### src/design/hros_pkg.sv
// Shared constants, codes and cell control type for the heart-rate smoother.
`default_nettype none
package hros_pkg;
	localparam int WINDOW   = 10;
	localparam int CNT_W    = $clog2(WINDOW + 1);
	localparam int SUM_W    = 16 + CNT_W;
	localparam int V_W      = 22;
	localparam int STEP_MAX = (SUM_W > WINDOW) ? SUM_W : WINDOW;
	localparam int STEP_W   = $clog2(STEP_MAX + 1);
	localparam int KEY_W    = 17;

	localparam logic [1:0] ST_ACCEPT  = 2'd0;
	localparam logic [1:0] ST_INVALID = 2'd1;
	localparam logic [1:0] ST_OUTLIER = 2'd2;
	localparam logic [1:0] ST_CLEARED = 2'd3;

	localparam logic [2:0] REG_FILTER_MODE = 3'd0;
	localparam logic [2:0] REG_INT8        = 3'd1;
	localparam logic [2:0] REG_SCALE       = 3'd2;
	localparam logic [2:0] REG_ZERO_POINT  = 3'd3;
	localparam logic [2:0] REG_LOW_LIMIT   = 3'd4;
	localparam logic [2:0] REG_HIGH_LIMIT  = 3'd5;
	localparam logic [2:0] REG_OUT_LIMIT   = 3'd6;
	localparam logic [2:0] REG_FALLBACK    = 3'd7;

	typedef struct packed {
		logic shift_hist;
		logic load_key;
		logic sort_step;
		logic phase;
		logic shift_key;
	} cell_ctl_t;
endpackage
`default_nettype wire

### src/design/hros_cell.sv
// One history cell: a stored entry plus a sort key for the odd-even sort.
`default_nettype none
module hros_cell (
	input  wire logic                      clk,
	input  wire hros_pkg::cell_ctl_t       ctl,
	input  wire logic                      pos_odd,
	input  wire logic                      in_window,
	input  wire logic [15:0]               left_hist,
	input  wire logic [hros_pkg::KEY_W-1:0] left_key,
	input  wire logic [hros_pkg::KEY_W-1:0] right_key,
	output logic      [15:0]               hist,
	output logic      [hros_pkg::KEY_W-1:0] key
);
	import hros_pkg::*;

	logic [15:0]      hist_q;
	logic [KEY_W-1:0] key_q;
	logic             low_side;

	// low side of a pair keeps the minimum, high side the maximum
	assign low_side = (pos_odd == ctl.phase);

	always_ff @(posedge clk) begin
		if (ctl.shift_hist) begin
			hist_q <= left_hist;
		end
		if (ctl.load_key) begin
			key_q <= {~in_window, hist_q};
		end else if (ctl.sort_step) begin
			if (low_side) begin
				key_q <= (right_key < key_q) ? right_key : key_q;
			end else begin
				key_q <= (left_key > key_q) ? left_key : key_q;
			end
		end else if (ctl.shift_key) begin
			key_q <= right_key;
		end
	end

	assign hist = hist_q;
	assign key  = key_q;
endmodule
`default_nettype wire

### src/design/heart_rate_outlier_median_smoother.sv
// Top level: heart-rate smoother with range check, outlier rejection and mean/median filter.
//
//  channel | handshake            | payload
//  --------+----------------------+------------------------------
//  in      | in_valid / in_stall  | cmd, raw_value, value_bad
//  out     | out_valid / out_stall| heart_rate, status
//  cfg     | cfg_we               | cfg_index, cfg_data
//
// One word at a time. A clear word goes from S_IDLE straight to S_DONE and an
// invalid word passes S_CHK first. Stored or outlier words go on through S_PREP
// to S_DIV (mean, bit-serial divider) or to S_SORT and S_SHIFT (median, odd-even
// sort along the cell row); a stalled output holds the word in S_DONE.
// arst_n clears control and configuration; entries need no clearing.
// in_stall is high while a word is in work; a finished result waits in the
// output register while the next word is taken in.
`default_nettype none
module heart_rate_outlier_median_smoother (
	input  wire logic        clk,
	input  wire logic        arst_n,
	input  wire logic        in_valid,
	output logic             in_stall,
	input  wire logic        cmd,
	input  wire logic [15:0] raw_value,
	input  wire logic        value_bad,
	output logic             out_valid,
	input  wire logic        out_stall,
	output logic      [15:0] heart_rate,
	output logic      [1:0]  status,
	input  wire logic        cfg_we,
	input  wire logic [2:0]  cfg_index,
	input  wire logic [15:0] cfg_data
);
	import hros_pkg::*;

	typedef enum logic [2:0] {S_IDLE, S_CHK, S_PREP, S_SORT, S_SHIFT, S_DIV, S_DONE} state_t;

	// configuration
	logic              mode_q, int8_q;
	logic [15:0]       scale_q, low_q, high_q, olim_q, fall_q;
	logic signed [7:0] zp_q;

	state_t            state_q;
	logic [CNT_W-1:0]  count_q;
	logic [SUM_W-1:0]  sum_q;
	logic [STEP_W-1:0] step_q;
	logic [SUM_W-1:0]  quo_q;
	logic [CNT_W-1:0]  rem_q;
	logic [15:0]       res_q;
	logic [1:0]        rst_q;
	logic signed [V_W-1:0] v_s1;
	logic              bad_s1;
	logic [15:0]       hr_q;
	logic [1:0]        st_q;
	logic              ov_q;

	// cell row
	cell_ctl_t         ctl;
	logic [15:0]       hist [WINDOW];
	logic [KEY_W-1:0]  key  [WINDOW];

	// per-word arithmetic
	logic signed [8:0]     d;
	logic signed [25:0]    p;
	logic signed [V_W-1:0] v_in;
	logic [15:0]           x;
	logic                  invalid, outlier;
	logic [SUM_W-1:0]      xn, limn, dropped;
	logic signed [SUM_W:0] dev;
	logic [SUM_W-1:0]      dev_abs;
	logic [CNT_W:0]        trial;
	logic                  ge;
	logic [KEY_W:0]        pair_sum;
	logic                  store;

	assign d    = $signed({raw_value[7], raw_value[7:0]}) - $signed({zp_q[7], zp_q});
	assign p    = d * $signed({1'b0, scale_q});
	assign v_in = int8_q ? V_W'(p >>> 4) : V_W'(signed'(raw_value));

	assign x       = v_s1[15:0];
	assign invalid = bad_s1 || (v_s1 < $signed({{(V_W-16){1'b0}}, low_q}))
		|| (v_s1 > $signed({{(V_W-16){1'b0}}, high_q}));
	assign xn      = SUM_W'(x * count_q);
	assign limn    = SUM_W'(olim_q * count_q);
	assign dev     = $signed({1'b0, xn}) - $signed({1'b0, sum_q});
	assign dev_abs = dev[SUM_W] ? SUM_W'(-dev) : dev[SUM_W-1:0];
	assign outlier = (count_q != '0) && (dev_abs > limn);
	assign store   = (state_q == S_CHK) && !invalid && !outlier;
	assign dropped = (count_q == CNT_W'(WINDOW)) ? SUM_W'(hist[WINDOW-1]) : '0;

	// restoring divide, one quotient bit a cycle
	assign trial = {rem_q, quo_q[SUM_W-1]};
	assign ge    = trial >= {1'b0, count_q};

	assign pair_sum = {1'b0, key[0]} + {1'b0, key[1]};

	always_comb begin
		ctl            = '0;
		ctl.shift_hist = store;
		ctl.load_key   = (state_q == S_PREP) && mode_q;
		ctl.sort_step  = (state_q == S_SORT);
		ctl.phase      = step_q[0];
		ctl.shift_key  = (state_q == S_SHIFT) && (step_q != '0);
	end

	for (genvar i = 0; i < WINDOW; i++) begin : g_cell
		hros_cell u_cell (
			.clk       (clk),
			.ctl       (ctl),
			.pos_odd   (1'(i % 2)),
			.in_window (CNT_W'(i) < count_q),
			.left_hist ((i == 0) ? x : hist[(i == 0) ? 0 : i-1]),
			.left_key  ((i == 0) ? KEY_W'(0) : key[(i == 0) ? 0 : i-1]),
			.right_key ((i == WINDOW-1) ? {1'b1, 16'h0} : key[(i == WINDOW-1) ? i : i+1]),
			.hist      (hist[i]),
			.key       (key[i])
		);
	end

	always_ff @(posedge clk or negedge arst_n) begin
		if (!arst_n) begin
			mode_q  <= 1'b1;
			int8_q  <= 1'b0;
			scale_q <= 16'd4819;
			zp_q    <= '0;
			low_q   <= 16'd7680;
			high_q  <= 16'd46080;
			olim_q  <= 16'd5120;
			fall_q  <= 16'd19200;
		end else if (cfg_we) begin
			unique case (cfg_index)
				REG_FILTER_MODE: mode_q  <= cfg_data[0];
				REG_INT8:        int8_q  <= cfg_data[0];
				REG_SCALE:       scale_q <= cfg_data;
				REG_ZERO_POINT:  zp_q    <= cfg_data[7:0];
				REG_LOW_LIMIT:   low_q   <= cfg_data;
				REG_HIGH_LIMIT:  high_q  <= cfg_data;
				REG_OUT_LIMIT:   olim_q  <= cfg_data;
				REG_FALLBACK:    fall_q  <= cfg_data;
				default: ;
			endcase
		end
	end

	// datapath registers, no reset
	always_ff @(posedge clk) begin
		if (state_q == S_IDLE) begin
			v_s1   <= v_in;
			bad_s1 <= value_bad;
		end
	end

	always_ff @(posedge clk or negedge arst_n) begin
		if (!arst_n) begin
			state_q <= S_IDLE;
			count_q <= '0;
			sum_q   <= '0;
			step_q  <= '0;
			quo_q   <= '0;
			rem_q   <= '0;
			res_q   <= '0;
			rst_q   <= ST_ACCEPT;
			hr_q    <= '0;
			st_q    <= ST_ACCEPT;
			ov_q    <= 1'b0;
		end else begin
			// output register: loaded from S_DONE, emptied when taken
			if (state_q == S_DONE && (!ov_q || !out_stall)) begin
				ov_q <= 1'b1;
			end else if (ov_q && !out_stall) begin
				ov_q <= 1'b0;
			end
			unique case (state_q)
				S_IDLE: begin
					if (in_valid) begin
						if (cmd) begin
							count_q <= '0;
							sum_q   <= '0;
							res_q   <= fall_q;
							rst_q   <= ST_CLEARED;
							state_q <= S_DONE;
						end else begin
							state_q <= S_CHK;
						end
					end
				end
				S_CHK: begin
					if (invalid) begin
						res_q   <= (count_q != '0) ? hist[0] : fall_q;
						rst_q   <= ST_INVALID;
						state_q <= S_DONE;
					end else begin
						if (outlier) begin
							rst_q <= ST_OUTLIER;
						end else begin
							rst_q <= ST_ACCEPT;
							sum_q <= sum_q + SUM_W'(x) - dropped;
							if (count_q != CNT_W'(WINDOW)) begin
								count_q <= count_q + 1'b1;
							end
						end
						state_q <= S_PREP;
					end
				end
				S_PREP: begin
					if (mode_q) begin
						step_q  <= STEP_W'(WINDOW);
						state_q <= S_SORT;
					end else begin
						quo_q   <= sum_q;
						rem_q   <= '0;
						step_q  <= STEP_W'(SUM_W);
						state_q <= S_DIV;
					end
				end
				S_SORT: begin
					step_q <= step_q - 1'b1;
					if (step_q == STEP_W'(1)) begin
						step_q  <= STEP_W'((count_q - 1'b1) >> 1);
						state_q <= S_SHIFT;
					end
				end
				S_SHIFT: begin
					if (step_q == '0) begin
						res_q   <= count_q[0] ? key[0][15:0] : pair_sum[16:1];
						state_q <= S_DONE;
					end else begin
						step_q <= step_q - 1'b1;
					end
				end
				S_DIV: begin
					rem_q  <= ge ? CNT_W'(trial - {1'b0, count_q}) : CNT_W'(trial);
					quo_q  <= {quo_q[SUM_W-2:0], ge};
					step_q <= step_q - 1'b1;
					if (step_q == STEP_W'(1)) begin
						state_q <= S_DONE;
					end
				end
				S_DONE: begin
					if (!ov_q || !out_stall) begin
						hr_q    <= (rst_q == ST_CLEARED || rst_q == ST_INVALID || mode_q)
							? res_q : quo_q[15:0];
						st_q    <= rst_q;
						state_q <= S_IDLE;
					end
				end
				default: state_q <= S_IDLE;
			endcase
		end
	end

	assign in_stall   = (state_q != S_IDLE);
	assign out_valid  = ov_q;
	assign heart_rate = hr_q;
	assign status     = st_q;

`ifndef NO_ASSERTIONS
	a_count_max: assert property (@(posedge clk) disable iff (!arst_n)
		count_q <= CNT_W'(WINDOW)) else $error("history count beyond window");
	a_clear: assert property (@(posedge clk) disable iff (!arst_n)
		(in_valid && !in_stall && cmd) |=> (count_q == '0 && sum_q == '0))
		else $error("clear did not empty history");
	a_empty_sum: assert property (@(posedge clk) disable iff (!arst_n)
		(count_q == '0) |-> (sum_q == '0)) else $error("sum left over with no entries");
`endif
endmodule
`default_nettype wire

### config.mk
export PLATFORM = sky130hd
export DESIGN_NAME = heart_rate_outlier_median_smoother
export DESIGN_NICKNAME = d
export VERILOG_FILES = /design/src/design/hros_pkg.sv /design/src/design/hros_cell.sv /design/src/design/heart_rate_outlier_median_smoother.sv
export SDC_FILE = /design/constraint.sdc
export NUM_CORES = 2
export LEC_CHECK = 0
export BUFFER_PORTS_ARGS = -buffer_cell sky130_fd_sc_hd__buf_4
export CAP_MARGIN = 20
export CORE_MARGIN = 2
export CORE_UTILIZATION = 55
export CTS_CLUSTER_SIZE = 20
export DETAILED_ROUTE_END_ITERATION = 8
export PLACE_DENSITY = 0.77
export SETUP_SLACK_MARGIN = 0.02
export SYNTH_ARGS = -nofsm -noshare
export SYNTH_HDL_FRONTEND = slang
export SYNTH_SLANG_ARGS = --single-unit
### constraint.sdc
create_clock -name clk -period 23.5 [get_ports clk]
set_input_delay 0 -clock clk [delete_from_list [all_inputs] [get_ports clk]]
set_output_delay 0 -clock clk [all_outputs]
set_load 0.01 [all_outputs]
==> impl_metrics.env <==
export IMPL_fp_dieW_um=269.5
export IMPL_fmax_ghz=0.1170
export IMPL_grt_max_degree=161
export IMPL_io_buffers=61
export IMPL_cts_tree="done"
export IMPL_grt_pass1_vias=29680
export IMPL_fin_util_pct=61.37
export IMPL_hold_buffers=71
export IMPL_crit_buf_inv=5
export IMPL_root_buffer="clkbuf_16"
export IMPL_clkTransAtPathRegs_ps=60
export IMPL_fill_cells=5616
export IMPL_rows=97
export IMPL_worst_slew_pin_transition_ps=1104
export IMPL_finalCriticalPeriod_ps=8545
export IMPL_start_kind="flop"
export IMPL_cp_slowest_cell="o31ai_1"
export IMPL_drt_total_wl_um=103800
export IMPL_track_usage_pct=28.81
export IMPL_register_area_um2=15210
export IMPL_arrival_ps=9040
export IMPL_start_util_pct=55.44
export IMPL_drt_wirelength_per_cell_um=20.60
export IMPL_numCtsBuffers=57
export IMPL_yosysWarningCount=0
export IMPL_synth_avg_cell_area_um2=9.742
export IMPL_cap_violations=0
export IMPL_synth_flop_cell="edfxtp_1"
export IMPL_io_pins=62
export IMPL_area_growth_pct=10.70
export IMPL_grt_remaining_overflow=0
export IMPL_hold_path_class="in2reg"
export IMPL_synth_area_um2=38750
export IMPL_slew_viol_final=0
export IMPL_hold_violations=0
export IMPL_vias_per_cell=5.916
export IMPL_die_h_um=269.5
export IMPL_clock_sinks=536
export IMPL_critical_path_required_ps=23990
export IMPL_drcViolationCount=0
export IMPL_post_dp_cell_area_um2=40150
export IMPL_cts_resized=0
export IMPL_multiInputGateArea_um2=21280
export IMPL_status="completed"
export IMPL_drt_first_pass_iters=6
export IMPL_dieArea_um2=72600
export IMPL_synthArstFlopShare_pct=34.14
export IMPL_period_share_pct=36.36
export IMPL_path_delay_family="compound AO/OA/AOI/OAI gates"
export IMPL_post_cts_buffers=0
export IMPL_dpl_hpwl_um=76140
export IMPL_worst_skew_pair_late_latency_ps=620
export IMPL_synth_edf_count=353
export IMPL_fin_area_um2=42900
export IMPL_synth_cell_types=80
export IMPL_final_nets=4660
export IMPL_critical_path_class="reg2reg"
export IMPL_synthCells=3978
export IMPL_synth_nets=4587
export IMPL_cp_slowest_stage_delay_ps=820
export IMPL_cts_path_max_buffers=3
export IMPL_grt_pass1_wl_um=166200
export IMPL_drtIter0Drc=3054
export IMPL_vias=29800
export IMPL_cp_max_fo=29
export IMPL_ys_ff_latch=536
export IMPL_ys_seq_area_share_pct=39.24
export IMPL_drtAntennaViolNets=0
export IMPL_antenna_found_initial=0
export IMPL_slew_headroom_pct=26.21
export IMPL_rsz0062_at_grt="false"
export IMPL_end_kind="flop"
export IMPL_finalSetupViolCount=0
export IMPL_totalNegativeSetupSlack_ps=0
export IMPL_h_tree_depth=2
export IMPL_design_core_area_um2=69910
export IMPL_gp_congestion=0.9448
export IMPL_skew_ps=27.42
export IMPL_drive_gt1_share_pct=8.252
[layout make-up]
cell class / instances / share of cell area (%)
clock buffers: 72 / 3.652
flip-flops and latches: 536 / 35.45
clock inverters: 32 / 0.8866
repair buffers: 171 / 3.605
multi-input cells: 2822 / 49.61
inverters: 463 / 4.051
diodes: 1 / 0.005833
well taps: 940 / 2.742
[cell usage in the layout, fill, tap and decap left out, types with 10 or more instances in the layout]
cell type        n
nor2_1         315
edfxtp_1       353
o21bai_1        15
fa_1           192
clkbuf_16       60
inv_1          461
clkinv_2        10
a21oi_1        183
nor3_1          37
o31ai_1         22
o21ai_0        162
clkbuf_1        10
o211ai_1        14
dfrtp_1        160
nand4_1         37
a21o_1          79
and2_1          86
ha_1           375
nand2_1        602
and3_1          13
a221oi_1        10
xor2_1          40
o21a_1          37
dlygate4sd3_1   70
a31oi_1        148
dfstp_2         22
mux2i_1         39
nor2b_1         33
nand3_1         33
mux2_2          92
buf_4           94
a211oi_1        16
xnor2_1         62
nand2b_1        50
nor4_1          10
[synthesized netlist by cell type, types with 5 or more instances]
cell | instances | share of area [%]
nand4_1 | 37 | 0.60
a21o_1 | 79 | 1.5
and3_1 | 13 | 0.21
o21a_1 | 37 | 0.72
o211ai_1 | 14 | 0.27
nor2_1 | 319 | 3.1
a221oi_1 | 10 | 0.23
or3_1 | 6 | 0.097
mux2_2 | 92 | 2.7
nor3b_1 | 7 | 0.14
mux2i_1 | 39 | 1.0
and2_1 | 86 | 1.4
xnor2_1 | 62 | 1.4
o21ai_0 | 162 | 2.1
xor2_1 | 41 | 0.93
nand2b_1 | 50 | 0.81
edfxtp_1 | 353 | 27
dfstp_2 | 22 | 1.5
dfrtp_1 | 161 | 10
nor2b_1 | 33 | 0.53
a22oi_1 | 9 | 0.17
nor4_1 | 10 | 0.16
nand3_1 | 33 | 0.43
and4_1 | 5 | 0.11
nand2_1 | 605 | 5.9
buf_1 | 22 | 0.21
ha_1 | 375 | 12
nor3_1 | 38 | 0.49
o2111ai_1 | 5 | 0.11
clkbuf_1 | 131 | 1.3
a31o_2 | 6 | 0.14
o21bai_1 | 15 | 0.29
a31oi_1 | 148 | 2.4
fa_1 | 192 | 9.9
o31ai_1 | 23 | 0.45
inv_1 | 461 | 4.5
a211oi_1 | 16 | 0.31
a21oi_1 | 184 | 2.4
[worst paths after layout]
kind                                                 from  slack (ps)                   endpoint  depth (start not counted)
max in group asynchronous                          arst_n       21350                 olim_q[14]                          5
min in group asynchronous                          arst_n         520                   low_q[9]                          3
worst min register to register  g_cell[5].u_cell.hist[10]         440  g_cell[6].u_cell.hist[10]                          0
worst max-delay path                           count_q[3]       14950                  sum_q[19]                         30
worst max register to register                 count_q[3]       14950                  sum_q[19]                         30
worst min-delay path                        raw_value[15]          50                   v_s1[15]                          3
[worst min-delay path: stages]
cell	delay, ps
buf_4	100
nor2b_1	210
a21o_1	180
[cells by family after synthesis]
family                     Yosys count  share of synthesized area [%]
buffers and inverters              620                          6.066
AOI/OAI and AO/OA                  763                          12.40
muxes                              131                          3.680
xor gates and xnor gates           104                          2.370
DFF                                536                          39.24
and+or+nand+nor                   1257                          14.22
adders and majority gates          567                          22.02
[routing by layer]
metal	wire length, um	up-vias	share of wire [%]	track usage (%)
met5	0	-	0	0
met3	8386	230	8.1	4.088
met1	43200	14530	42	39.89
met4	4311	0	4.2	11.33
met2	47870	1277	46	46.01
li1	-	13770	-	-
[state kept, by name (all words and copies together) (netlist names), 20 cells and up]
register and flops:
quo_q 20, g_cell.u_cell.hist 160, v_s1 22, g_cell.u_cell.key 170, sum_q 20
[through the flow]
step / hold slack, ps / instances / setup slack [ps]
2_1_floorplan: -295.6 / 3978 / 9752
3_3_place_gp: 19.37 / 4857 / 15040
3_5_place_dp: 22.30 / 4858 / 14810
4_1_cts: 10.58 / 5033 / 14760
5_1_grt: 60.33 / 5036 / 14190
6_report: 52.39 / 5037 / 14950
Power is not shown: default switching activity piles up to over one toggle a cycle in this logic, so the estimate is an artifact.
